--- src/rtl/slt_pkg.sv ---
// ============================================================================
// slt_pkg
// Shared types and codes of the script lexer token classifier.
// ============================================================================
`default_nettype none

package slt_pkg;

    // Scan modes of the front part.
    localparam logic [2:0] MODE_IDLE   = 3'd0;
    localparam logic [2:0] MODE_IDENT  = 3'd1;
    localparam logic [2:0] MODE_NUMBER = 3'd2;
    localparam logic [2:0] MODE_STRING = 3'd3;
    localparam logic [2:0] MODE_OP     = 3'd4;
    localparam logic [2:0] MODE_ERROR  = 3'd5;

    // Token kinds.
    localparam logic [4:0] KIND_IDENT   = 5'd0;
    localparam logic [4:0] KIND_NUMBER  = 5'd1;
    localparam logic [4:0] KIND_STRING  = 5'd2;
    localparam logic [4:0] KIND_OP      = 5'd3;
    localparam logic [4:0] KIND_ASSIGN  = 5'd4;
    localparam logic [4:0] KIND_COMPARE = 5'd5;
    localparam logic [4:0] KIND_LPAREN  = 5'd6;
    localparam logic [4:0] KIND_RPAREN  = 5'd7;
    localparam logic [4:0] KIND_LBRACE  = 5'd8;
    localparam logic [4:0] KIND_RBRACE  = 5'd9;
    localparam logic [4:0] KIND_LBRACK  = 5'd10;
    localparam logic [4:0] KIND_RBRACK  = 5'd11;
    localparam logic [4:0] KIND_SEMI    = 5'd12;
    localparam logic [4:0] KIND_DOT     = 5'd13;
    localparam logic [4:0] KIND_COMMA   = 5'd14;
    localparam logic [4:0] KIND_COLON   = 5'd15;
    localparam logic [4:0] KIND_EOF     = 5'd16;

    // Error codes.
    localparam logic [1:0] ERR_NONE    = 2'd0;
    localparam logic [1:0] ERR_UNKNOWN = 2'd1;
    localparam logic [1:0] ERR_UNTERM  = 2'd2;

    // Characters with a special role.
    localparam logic [7:0] CH_UNDERSCORE = 8'h5F;
    localparam logic [7:0] CH_EQUAL      = 8'h3D;
    localparam logic [7:0] CH_QUOTE      = 8'h22;
    localparam logic [7:0] CH_LT         = 8'h3C;
    localparam logic [7:0] CH_GT         = 8'h3E;
    localparam logic [7:0] CH_BANG       = 8'h21;
    localparam logic [7:0] CH_AMP        = 8'h26;
    localparam logic [7:0] CH_BAR        = 8'h7C;

    // Most result items one source byte can cause.
    localparam int unsigned MAX_RESULTS = 3;

    // One result item.
    typedef struct packed {
        logic [4:0] token_kind;
        logic [7:0] text_byte;
        logic       text_valid;
        logic       token_end;
        logic [1:0] error_code;
    } slt_rec_t;

    // What the front hands to the back for one source byte.
    typedef struct packed {
        logic [1:0]                   count;
        slt_rec_t [MAX_RESULTS-1:0]   recs;
    } slt_cmd_t;

endpackage

`default_nettype wire

--- src/rtl/slt_front.sv ---
// ============================================================================
// slt_front
// Accepts source bytes, tracks the scan mode and the held lookahead byte,
// and turns each byte into a command of up to three result items.
// ============================================================================
`default_nettype none

module slt_front (
    input  wire logic              clk,
    input  wire logic              rst_n,
    input  wire logic              push,
    output logic                   full,
    input  wire logic [7:0]        in_byte,
    input  wire logic              has_byte,
    input  wire logic              end_of_input,
    input  wire logic              q_full,
    output logic                   q_push,
    output slt_pkg::slt_cmd_t      q_cmd
);
    import slt_pkg::*;

    logic [2:0] mode_reg;
    logic [2:0] mode_next;
    logic [7:0] held_reg;
    logic [7:0] held_next;
    logic       hv_reg;
    logic       hv_next;

    logic                       accept;
    logic [1:0]                 n;
    slt_rec_t [MAX_RESULTS-1:0] recs;
    logic                       do_start;
    logic [5:0]                 pk;
    logic [5:0]                 pu;
    logic                       more;
    logic [4:0]                 kind;

    function automatic slt_rec_t mk_rec(input logic [4:0] k, input logic [7:0] b,
                                        input logic v, input logic e,
                                        input logic [1:0] err);
        slt_rec_t r;
        r.token_kind = k;
        r.text_byte  = b;
        r.text_valid = v;
        r.token_end  = e;
        r.error_code = err;
        return r;
    endfunction

    function automatic logic is_digit(input logic [7:0] c);
        return (c >= "0") && (c <= "9");
    endfunction

    function automatic logic is_alpha(input logic [7:0] c);
        return ((c >= "a") && (c <= "z")) || ((c >= "A") && (c <= "Z"));
    endfunction

    function automatic logic is_ident_char(input logic [7:0] c);
        return is_alpha(c) || is_digit(c) || (c == CH_UNDERSCORE);
    endfunction

    function automatic logic is_space(input logic [7:0] c);
        return (c == " ") || ((c >= 8'd9) && (c <= 8'd13));
    endfunction

    function automatic logic is_op_start(input logic [7:0] c);
        return (c == "+") || (c == "-") || (c == "*") || (c == "/") || (c == "%") ||
               (c == CH_EQUAL) || (c == CH_LT) || (c == CH_GT) || (c == CH_BANG) ||
               (c == CH_AMP) || (c == CH_BAR);
    endfunction

    function automatic logic [4:0] single_kind(input logic [7:0] c);
        logic [4:0] k;
        if (c == CH_EQUAL) begin
            k = KIND_ASSIGN;
        end else if ((c == CH_LT) || (c == CH_GT)) begin
            k = KIND_COMPARE;
        end else begin
            k = KIND_OP;
        end
        return k;
    endfunction

    // Returns {pairs, kind} for a two-character operator.
    function automatic logic [5:0] pair_kind(input logic [7:0] a, input logic [7:0] b);
        logic [5:0] r;
        r = '0;
        unique case (a) inside
            "+", "-", "*", "/", "%": begin
                if (b == CH_EQUAL) r = {1'b1, KIND_ASSIGN};
            end
            CH_EQUAL, CH_BANG: begin
                if (b == CH_EQUAL) r = {1'b1, KIND_COMPARE};
            end
            CH_LT, CH_GT: begin
                if (b == a) begin
                    r = {1'b1, KIND_OP};
                end else if (b == CH_EQUAL) begin
                    r = {1'b1, KIND_COMPARE};
                end
            end
            CH_AMP, CH_BAR: begin
                if (b == a) begin
                    r = {1'b1, KIND_OP};
                end else if (b == CH_EQUAL) begin
                    r = {1'b1, KIND_ASSIGN};
                end
            end
            default: r = '0;
        endcase
        return r;
    endfunction

    // Returns {is_punct, kind}.
    function automatic logic [5:0] punct_kind(input logic [7:0] c);
        logic [5:0] r;
        unique case (c)
            "(":     r = {1'b1, KIND_LPAREN};
            ")":     r = {1'b1, KIND_RPAREN};
            "{":     r = {1'b1, KIND_LBRACE};
            "}":     r = {1'b1, KIND_RBRACE};
            "[":     r = {1'b1, KIND_LBRACK};
            "]":     r = {1'b1, KIND_RBRACK};
            ";":     r = {1'b1, KIND_SEMI};
            ".":     r = {1'b1, KIND_DOT};
            ",":     r = {1'b1, KIND_COMMA};
            ":":     r = {1'b1, KIND_COLON};
            default: r = '0;
        endcase
        return r;
    endfunction

    assign full   = q_full;
    assign accept = push && !q_full;

    always_comb
    begin
        mode_next = mode_reg;
        held_next = held_reg;
        hv_next   = hv_reg;
        recs      = '0;
        n         = '0;
        do_start  = 1'b0;
        pk        = pair_kind(held_reg, in_byte);
        pu        = punct_kind(in_byte);
        more      = 1'b0;
        kind      = KIND_IDENT;

        if (has_byte) begin
            unique case (mode_reg) inside
                MODE_IDENT, MODE_NUMBER: begin
                    kind = (mode_reg == MODE_IDENT) ? KIND_IDENT : KIND_NUMBER;
                    more = (mode_reg == MODE_IDENT) ? is_ident_char(in_byte)
                                                    : is_digit(in_byte);
                    if (more) begin
                        recs[n] = mk_rec(kind, held_reg, 1'b1, 1'b0, ERR_NONE);
                        n = n + 2'd1;
                        held_next = in_byte;
                        hv_next   = 1'b1;
                    end else begin
                        recs[n] = mk_rec(kind, held_reg, 1'b1, 1'b1, ERR_NONE);
                        n = n + 2'd1;
                        do_start = 1'b1;
                    end
                end
                MODE_OP: begin
                    if (pk[5]) begin
                        recs[n] = mk_rec(pk[4:0], held_reg, 1'b1, 1'b0, ERR_NONE);
                        n = n + 2'd1;
                        recs[n] = mk_rec(pk[4:0], in_byte, 1'b1, 1'b1, ERR_NONE);
                        n = n + 2'd1;
                        mode_next = MODE_IDLE;
                        held_next = '0;
                        hv_next   = 1'b0;
                    end else begin
                        recs[n] = mk_rec(single_kind(held_reg), held_reg, 1'b1, 1'b1,
                                         ERR_NONE);
                        n = n + 2'd1;
                        do_start = 1'b1;
                    end
                end
                MODE_STRING: begin
                    if (in_byte == CH_QUOTE) begin
                        if (hv_reg) begin
                            recs[n] = mk_rec(KIND_STRING, held_reg, 1'b1, 1'b1, ERR_NONE);
                        end else begin
                            recs[n] = mk_rec(KIND_STRING, 8'd0, 1'b0, 1'b1, ERR_NONE);
                        end
                        n = n + 2'd1;
                        mode_next = MODE_IDLE;
                        held_next = '0;
                        hv_next   = 1'b0;
                    end else begin
                        if (hv_reg) begin
                            recs[n] = mk_rec(KIND_STRING, held_reg, 1'b1, 1'b0, ERR_NONE);
                            n = n + 2'd1;
                        end
                        held_next = in_byte;
                        hv_next   = 1'b1;
                    end
                end
                MODE_IDLE: begin
                    do_start = 1'b1;
                end
                default: begin
                    // Error mode drops bytes until end of input.
                end
            endcase
        end

        if (do_start) begin
            held_next = '0;
            hv_next   = 1'b0;
            if (is_digit(in_byte)) begin
                mode_next = MODE_NUMBER;
                held_next = in_byte;
                hv_next   = 1'b1;
            end else if (is_alpha(in_byte) || (in_byte == CH_UNDERSCORE)) begin
                mode_next = MODE_IDENT;
                held_next = in_byte;
                hv_next   = 1'b1;
            end else if (is_space(in_byte)) begin
                mode_next = MODE_IDLE;
            end else if (in_byte == CH_QUOTE) begin
                mode_next = MODE_STRING;
            end else if (is_op_start(in_byte)) begin
                mode_next = MODE_OP;
                held_next = in_byte;
                hv_next   = 1'b1;
            end else if (pu[5]) begin
                mode_next = MODE_IDLE;
                recs[n] = mk_rec(pu[4:0], in_byte, 1'b1, 1'b1, ERR_NONE);
                n = n + 2'd1;
            end else begin
                mode_next = MODE_ERROR;
                recs[n] = mk_rec(KIND_IDENT, in_byte, 1'b1, 1'b1, ERR_UNKNOWN);
                n = n + 2'd1;
            end
        end

        if (end_of_input) begin
            unique case (mode_next)
                MODE_IDENT: begin
                    recs[n] = mk_rec(KIND_IDENT, held_next, 1'b1, 1'b1, ERR_NONE);
                    n = n + 2'd1;
                end
                MODE_NUMBER: begin
                    recs[n] = mk_rec(KIND_NUMBER, held_next, 1'b1, 1'b1, ERR_NONE);
                    n = n + 2'd1;
                end
                MODE_OP: begin
                    recs[n] = mk_rec(single_kind(held_next), held_next, 1'b1, 1'b1,
                                     ERR_NONE);
                    n = n + 2'd1;
                end
                MODE_STRING: begin
                    // A held content byte of an unterminated string is dropped.
                    recs[n] = mk_rec(KIND_STRING, 8'd0, 1'b0, 1'b1, ERR_UNTERM);
                    n = n + 2'd1;
                end
                default: begin
                end
            endcase
            recs[n] = mk_rec(KIND_EOF, 8'd0, 1'b0, 1'b1, ERR_NONE);
            n = n + 2'd1;
            mode_next = MODE_IDLE;
            held_next = '0;
            hv_next   = 1'b0;
        end
    end

    assign q_push     = accept && (n != 2'd0);
    assign q_cmd.count = n;
    assign q_cmd.recs  = recs;

    always_ff @(posedge clk or negedge rst_n)
    begin
        if (!rst_n) begin
            mode_reg <= MODE_IDLE;
            held_reg <= '0;
            hv_reg   <= 1'b0;
        end else if (accept) begin
            mode_reg <= mode_next;
            held_reg <= held_next;
            hv_reg   <= hv_next;
        end
    end

endmodule

`default_nettype wire

--- src/rtl/slt_queue.sv ---
// ============================================================================
// slt_queue
// Short command queue between the front and the back parts.
// ============================================================================
`default_nettype none

module slt_queue #(
    parameter int unsigned DEPTH = 2
) (
    input  wire logic              clk,
    input  wire logic              rst_n,
    input  wire logic              wr_en,
    input  wire slt_pkg::slt_cmd_t wr_cmd,
    output logic                   q_full,
    input  wire logic              rd_en,
    output logic                   rd_valid,
    output slt_pkg::slt_cmd_t      rd_cmd
);
    import slt_pkg::*;

    localparam int unsigned PTR_W = (DEPTH > 1) ? $clog2(DEPTH) : 1;
    localparam int unsigned CNT_W = $clog2(DEPTH + 1);

    slt_cmd_t           mem_reg [DEPTH];
    logic [PTR_W-1:0]   wr_ptr_reg;
    logic [PTR_W-1:0]   wr_ptr_next;
    logic [PTR_W-1:0]   rd_ptr_reg;
    logic [PTR_W-1:0]   rd_ptr_next;
    logic [CNT_W-1:0]   cnt_reg;
    logic [CNT_W-1:0]   cnt_next;
    logic               do_wr;
    logic               do_rd;

    assign q_full   = (cnt_reg == CNT_W'(DEPTH));
    assign rd_valid = (cnt_reg != '0);
    assign rd_cmd   = mem_reg[rd_ptr_reg];
    assign do_wr    = wr_en && !q_full;
    assign do_rd    = rd_en && rd_valid;

    always_comb
    begin
        wr_ptr_next = wr_ptr_reg;
        rd_ptr_next = rd_ptr_reg;
        cnt_next    = cnt_reg;
        if (do_wr) begin
            wr_ptr_next = (wr_ptr_reg == PTR_W'(DEPTH - 1)) ? '0 : wr_ptr_reg + 1'b1;
        end
        if (do_rd) begin
            rd_ptr_next = (rd_ptr_reg == PTR_W'(DEPTH - 1)) ? '0 : rd_ptr_reg + 1'b1;
        end
        if (do_wr && !do_rd) begin
            cnt_next = cnt_reg + 1'b1;
        end else if (!do_wr && do_rd) begin
            cnt_next = cnt_reg - 1'b1;
        end
    end

    always_ff @(posedge clk)
    begin
        if (do_wr) begin
            mem_reg[wr_ptr_reg] <= wr_cmd;
        end
    end

    always_ff @(posedge clk or negedge rst_n)
    begin
        if (!rst_n) begin
            wr_ptr_reg <= '0;
            rd_ptr_reg <= '0;
            cnt_reg    <= '0;
        end else begin
            wr_ptr_reg <= wr_ptr_next;
            rd_ptr_reg <= rd_ptr_next;
            cnt_reg    <= cnt_next;
        end
    end

endmodule

`default_nettype wire

--- src/rtl/slt_back.sv ---
// ============================================================================
// slt_back
// Steps through the result items of each queued command and presents them
// one per cycle in an output register, while pop keeps that register draining.
// ============================================================================
`default_nettype none

module slt_back (
    input  wire logic              clk,
    input  wire logic              rst_n,
    input  wire logic              q_valid,
    input  wire slt_pkg::slt_cmd_t q_cmd,
    output logic                   q_pop,
    output logic                   empty,
    input  wire logic              pop,
    output slt_pkg::slt_rec_t      out_rec
);
    import slt_pkg::*;

    logic [1:0] idx_reg;
    logic [1:0] idx_next;
    logic       ov_reg;
    logic       ov_next;
    slt_rec_t   rec_reg;
    logic       load;
    logic       last;

    // The output register takes a new item when it is free or being emptied.
    assign load  = q_valid && (!ov_reg || pop);
    assign last  = (idx_reg == (q_cmd.count - 2'd1));
    assign q_pop = load && last;

    always_comb
    begin
        idx_next = idx_reg;
        ov_next  = ov_reg;
        if (load) begin
            idx_next = last ? 2'd0 : idx_reg + 2'd1;
            ov_next  = 1'b1;
        end else if (pop) begin
            ov_next  = 1'b0;
        end
    end

    always_ff @(posedge clk or negedge rst_n)
    begin
        if (!rst_n) begin
            idx_reg <= '0;
            ov_reg  <= 1'b0;
        end else begin
            idx_reg <= idx_next;
            ov_reg  <= ov_next;
        end
    end

    always_ff @(posedge clk)
    begin
        if (load) begin
            rec_reg <= q_cmd.recs[idx_reg];
        end
    end

    assign empty   = !ov_reg;
    assign out_rec = rec_reg;

endmodule

`default_nettype wire

--- src/rtl/script_lexer_token_classifier.sv ---
// ============================================================================
// script_lexer_token_classifier
// Streaming tokenizer: source bytes in, tagged token characters out.
// ============================================================================
// The first result of a byte passes through the command queue and then the
// output register. Bytes are taken one per cycle while the command queue has
// room; results leave at one per cycle from the output register while pop is
// held, and the back part hands out all results of a byte before the next's.
// Reset clears the scan mode, the lookahead byte, the queue and the output.
`default_nettype none

module script_lexer_token_classifier #(
    parameter int unsigned QUEUE_DEPTH = 2
) (
    input  wire logic       clk,
    input  wire logic       rst_n,
    input  wire logic       push,
    output logic            full,
    input  wire logic [7:0] in_byte,
    input  wire logic       has_byte,
    input  wire logic       end_of_input,
    output logic            empty,
    input  wire logic       pop,
    output logic [4:0]      token_kind,
    output logic [7:0]      text_byte,
    output logic            text_valid,
    output logic            token_end,
    output logic [1:0]      error_code
);
    import slt_pkg::*;

    logic     q_full;
    logic     q_push;
    slt_cmd_t q_wr_cmd;
    logic     q_valid;
    slt_cmd_t q_rd_cmd;
    logic     q_pop;
    slt_rec_t out_rec;

    slt_front u_front (
        .clk          (clk),
        .rst_n        (rst_n),
        .push         (push),
        .full         (full),
        .in_byte      (in_byte),
        .has_byte     (has_byte),
        .end_of_input (end_of_input),
        .q_full       (q_full),
        .q_push       (q_push),
        .q_cmd        (q_wr_cmd)
    );

    slt_queue #(
        .DEPTH (QUEUE_DEPTH)
    ) u_queue (
        .clk      (clk),
        .rst_n    (rst_n),
        .wr_en    (q_push),
        .wr_cmd   (q_wr_cmd),
        .q_full   (q_full),
        .rd_en    (q_pop),
        .rd_valid (q_valid),
        .rd_cmd   (q_rd_cmd)
    );

    slt_back u_back (
        .clk     (clk),
        .rst_n   (rst_n),
        .q_valid (q_valid),
        .q_cmd   (q_rd_cmd),
        .q_pop   (q_pop),
        .empty   (empty),
        .pop     (pop),
        .out_rec (out_rec)
    );

    assign token_kind = out_rec.token_kind;
    assign text_byte  = out_rec.text_byte;
    assign text_valid = out_rec.text_valid;
    assign token_end  = out_rec.token_end;
    assign error_code = out_rec.error_code;

endmodule

`default_nettype wire

--- config.mk ---
export PLATFORM = sky130hd
export DESIGN_NAME = script_lexer_token_classifier
export DESIGN_NICKNAME = d
export VERILOG_FILES = /design/src/rtl/slt_pkg.sv /design/src/rtl/slt_front.sv /design/src/rtl/slt_queue.sv /design/src/rtl/slt_back.sv /design/src/rtl/script_lexer_token_classifier.sv
export SDC_FILE = /design/constraint.sdc
export NUM_CORES = 1
export LEC_CHECK = 0
export BUFFER_PORTS_ARGS = -buffer_cell sky130_fd_sc_hd__buf_4
export CAP_MARGIN = 40
export CORE_UTILIZATION = 55
export CTS_CLUSTER_SIZE = 14
export DETAILED_ROUTE_END_ITERATION = 10
export HOLD_SLACK_MARGIN = 0.03
export MAX_ROUTING_LAYER = met4
export PLACE_DENSITY = 0.77
export SLEW_MARGIN = 10
export SYNTH_ARGS = -nofsm -noshare
export SYNTH_HDL_FRONTEND = slang
export SYNTH_HIERARCHICAL = 1
export SYNTH_SLANG_ARGS = --single-unit
--- constraint.sdc ---
create_clock -name clk -period 8.1 [get_ports clk]
set_input_delay 0.81 -clock clk [delete_from_list [all_inputs] [get_ports clk]]
set_output_delay 0.81 -clock clk [all_outputs]
set_load 0.02 [all_outputs]
==> impl_summary.md <==
Hold path
The path class of the lowest-slack min-delay path is input pin to async pin.

STA
The count of endpoints failing hold in the final timing report is 0. For this run, the top clock speed supported by timing is roughly 180 MHz. The setup TNS after final layout is 0 ns. The final setup slack of the worst path is approximately 2.4 ns. The total of endpoints with negative setup slack in the final report is 0. The clock arrives with ~0.011 ns of skew. Of the available clock period, the critical path in the final layout requires 0.7029. The relative slew slack is 0.4125. The worst hold slack is about 0.29 ns. For the pin with the worst max-slew slack, the measured transition is a little under 0.9 ns.

The max-slew violation count is 0. Subtracting the final worst setup slack from the clock period gives 5.693 ns. Setup repair after global routing left no endpoint under its margin.

Worst setup path
The endpoint identified for the worst register-to-register timing path is u_queue/mem_reg[0][9]. The source of the worst register-to-register timing path is u_front/held_reg[2]. The worst setup path is captured at a flop. The cell family contributing the most delay on the critical path is simple AND/OR/NAND/NOR gates. The critical path in this run is classified as flop to flop. By instance count, the cell type seen most on the critical path is ha_1. STA puts the critical path data required time at 8.18 ns. The critical-path maximum fanout is 30.

In this run the worst setup path begins at u_front/held_reg[2]. The cell with the biggest individual delay on the critical path is nor2_4. The worst register-to-register path has a depth of 18. Data arrives at the worst endpoint at between 5 and 6 ns. STA classifies the critical path startpoint as a flop. The logic depth of the worst setup path including buffers is 18. Traced cell by cell, the critical path runs through nand3b_1 > nor4_1 > a21o_1 > o22a_1 > nor2_1 > o21bai_1 > ha_1 > a21o_1 > inv_1 > ha_1 > a21oi_1 > ha_1 > nand2_1 > o21a_1 > o21a_1 > nand2_1 > nor2_4 > buf_4. The setup slack of the worst register-to-register path is 2.41 ns. On the worst path, the slowest cell contributes a delay of ~0.7 ns.

Together, buffers and inverters on the worst path number 2. Following the worst setup path forward leads to its endpoint at u_queue/mem_reg[0][9].

Clock tree
Counting along the longest clock path gives a buffer depth of 2. The root buffer cell chosen for the clock tree is clkbuf_16. CTS saw between 100 and 150 sinks. The number of clock buffers added by TritonCTS is 17. The H-tree depth is 4. TritonCTS built the clock tree. After clock tree synthesis, the clock-pin slew on the worst setup and hold paths is around 0.060 ns. In this run, post-CTS hold repair placed 0 buffers. Once the clock tree was built, the resizer swapped 0 gates to a different size. The number of post-CTS setup repair buffers is 0.

The clock latency reported for the late side of the worst-skew pair is slightly above 0.4 ns.

Layout
The number of antenna cells inserted is 0. The share of final-layout standard cells stronger than drive strength 1 is 0.2119. At the end of the flow, the number of nets in the layout was around 770. The utilization of the core after routing is 0.6338. The number of flip-flops in the largest register is 106. The area growth from synthesis to layout is 10.73%.

Yosys
Yosys attributes the largest share of cell area to edfxtp_1, mux2_4, dfrtp_1, a22o_1, nand2_1. Of the total synthesized cell area, the portion taken by AND, OR, NAND and NOR gates is 0.1431. The number of instances in the synthesized netlist is 726. During synthesis, Yosys emitted a total of 6 warnings. Yosys mapped a number of flops with a built-in enable equal to between 100 and 150.

The combinational family with the most area after synthesis is compound AO/OA/AOI/OAI gates. Counting distinct cell types in the post-synthesis netlist gives 82. The adder-cell share of the synthesized area is 0.01481. After synthesis the cells add up to approximately 8400 µm².

The most common flop cell mapped by yosys is edfxtp_1. The proportion of register bits with asynchronous set or reset after synthesis is 0.1338. Of the total synthesized cell area, the portion taken by XOR and XNOR cells is 0.02267.

The portion of the post-synthesis area used by sequential elements is 0.4936. The fraction of the mapped netlist area in compound gates was 0.1545. edfxtp_1 takes more of the synthesized area than any other cell.

Synthesis inferred 142 register bits. The share of synthesized area in the top cell type comes to 0.4373. A synthesized cell averages 11.63 µm².

The share of cell area taken by muxes after synthesis is 0.1240. The net count after synthesis is 750.

Status
The flow ran to the end, and the final reports show no timing, DRC or antenna violations.

Global route
Entering global routing, the biggest net connects 37 pins. The number of antenna violations at the first check in global routing came to 0. The global-route usage over all layers is 0.2924. The overall overflow remaining after global route is 0.

The first global-routing pass estimated ~34000 µm of wire. The number of global-route vias before repair is 5997.

Die
The die covers between 15000 and 20000 µm². The area inside the core boundary is 14750 µm². The width of the die is around 130 µm. The total I/O pin count is 33.

The floorplan step set the die height to 125.9 µm. After floorplanning, the core was divided into 44 placement rows. The starting density of the core is 0.5724.

Placement
The wire-length estimate of the detail-placed layout is about 15000 µm. The placement-stage worst setup slack is around 2.0 ns. The count of input and output buffers is 32. The final RePlAce weighted congestion is ~0.95.

Routing
Dividing the detail-routed wire length by the instance count gives roughly 23 µm. The DRC violations left is 0. The ratio of routed vias to standard cells is between 6 and 7. The aggregate routed wire length is 21740 µm. The detail route stage leaves a number of antenna-violating nets equal to 0. The detailed router placed approximately 6000 vias in this run. The pre-antenna-repair detailed-routing pass consisted of 6 iterations. In this run, the number of DRC markers left after iteration 0 of detailed routing was roughly 640.

Pwr
Power spread over the standard cell area amounts to around 380 nW/µm². Across the VDD grid, the largest voltage drop is around 0.00019 V. The total leakage power is between 3 and 4 nW.

Run
The number of max-capacitance violations reported is 0.
==> cells in the mapped netlist, drive strengths merged (10+ instances only) <==
library cell	count
nand2b	13
edfxtp	123
o21ai	38
nand2	76
nor2	38
inv	24
xnor2	15
nand3	15
mux2	56
buf	34
mux2i	22
a21oi	23
nor3	23
dfrtp	19
a22o	36
clkbuf	13
ha	10
==> per-layer routing <==
layer	GRT usage	vias up	wire length [µm]
met3	0.04121	37	1236
met1	0.3743	3068	9213
met2	0.4826	264	10830
met4	0.09142	0	467
met5	-	-	0
li1	-	2772	-
==> cells in the final DEF, fill, tap and decap left out, types with 4 or more instances in the layout <==
cell,synthesis,layout
clkbuf_16,0,17
o21ai_0,25,25
nor3_1,19,19
nor2b_1,8,7
xnor2_1,15,15
edfxtp_1,123,123
o21a_1,7,7
a21o_1,6,6
nand4_1,8,8
nor3b_1,4,4
o211ai_1,6,6
a31oi_1,6,6
and2_1,8,8
mux2i_1,21,21
dfrtp_1,19,18
mux2_2,7,7
o21ai_1,13,13
nand2b_1,13,13
nor3_2,4,4
inv_1,24,24
and3_1,7,6
xor2_1,5,5
or3_1,6,6
a211o_1,6,6
a21oi_1,22,22
mux2_4,49,49
o31ai_1,6,6
nor2_1,37,36
o22ai_1,6,6
buf_4,3,41
nand2_1,76,76
nor4_1,6,6
a22o_1,36,36
ha_1,10,10
nand3_1,15,15
==> through the flow <==
step | power (mW) | cell area, µm² | instances
floorplan | 2.352 | 8446 | 726
global placement | 2.634 | 8672 | 902
detailed placement | 2.717 | 8757 | 907
CTS | 3.513 | 9351 | 939
global route | 3.679 | 9351 | 939
finish | 3.520 | 9351 | 939
==> worst min path at each step <==
stage,cells past startpoint,endpoint,slack [ns]
after floorplan,1,u_queue/cnt_reg[1],0.46
after global placement,1,u_queue/cnt_reg[1],0.47
after detailed placement,1,u_queue/cnt_reg[1],0.50
after CTS,1,u_front/mode_reg[0],0.28
after global routing,1,u_front/mode_reg[0],0.30
final,1,u_front/mode_reg[0],0.29
==> area by class of cell <==
cell class / count / area [µm²]
clock buffers: 18 / 429.2
fillers: 1111 / 5403
inverters: 24 / 90.09
repair buffers: 44 / 377.9
flip-flops and latches: 142 / 4170
well taps: 184 / 230.2
clock inverters: 14 / 165.2
multi-input cells: 513 / 3889
==> where the power goes <==
part / switching [mW] / total, mW / internal, mW
clock: 0.292 / 0.776 / 0.484
sequential: 0.0999 / 1.20 / 1.10
combinational: 0.910 / 1.54 / 0.633
==> kinds of logic after synthesis <==
| family | after synthesis |
|---|---|
| AO/OA/AOI/OAI | 173 |
| XOR/XNOR | 21 |
| adder cells (fa/ha/maj) | 10 |
| buffers and inverters | 71 |
| flip-flops | 142 |
| multiplexers | 78 |
| AND/OR/NAND/NOR | 231 |
No activity file was read; power rests on OpenSTA's default activity.
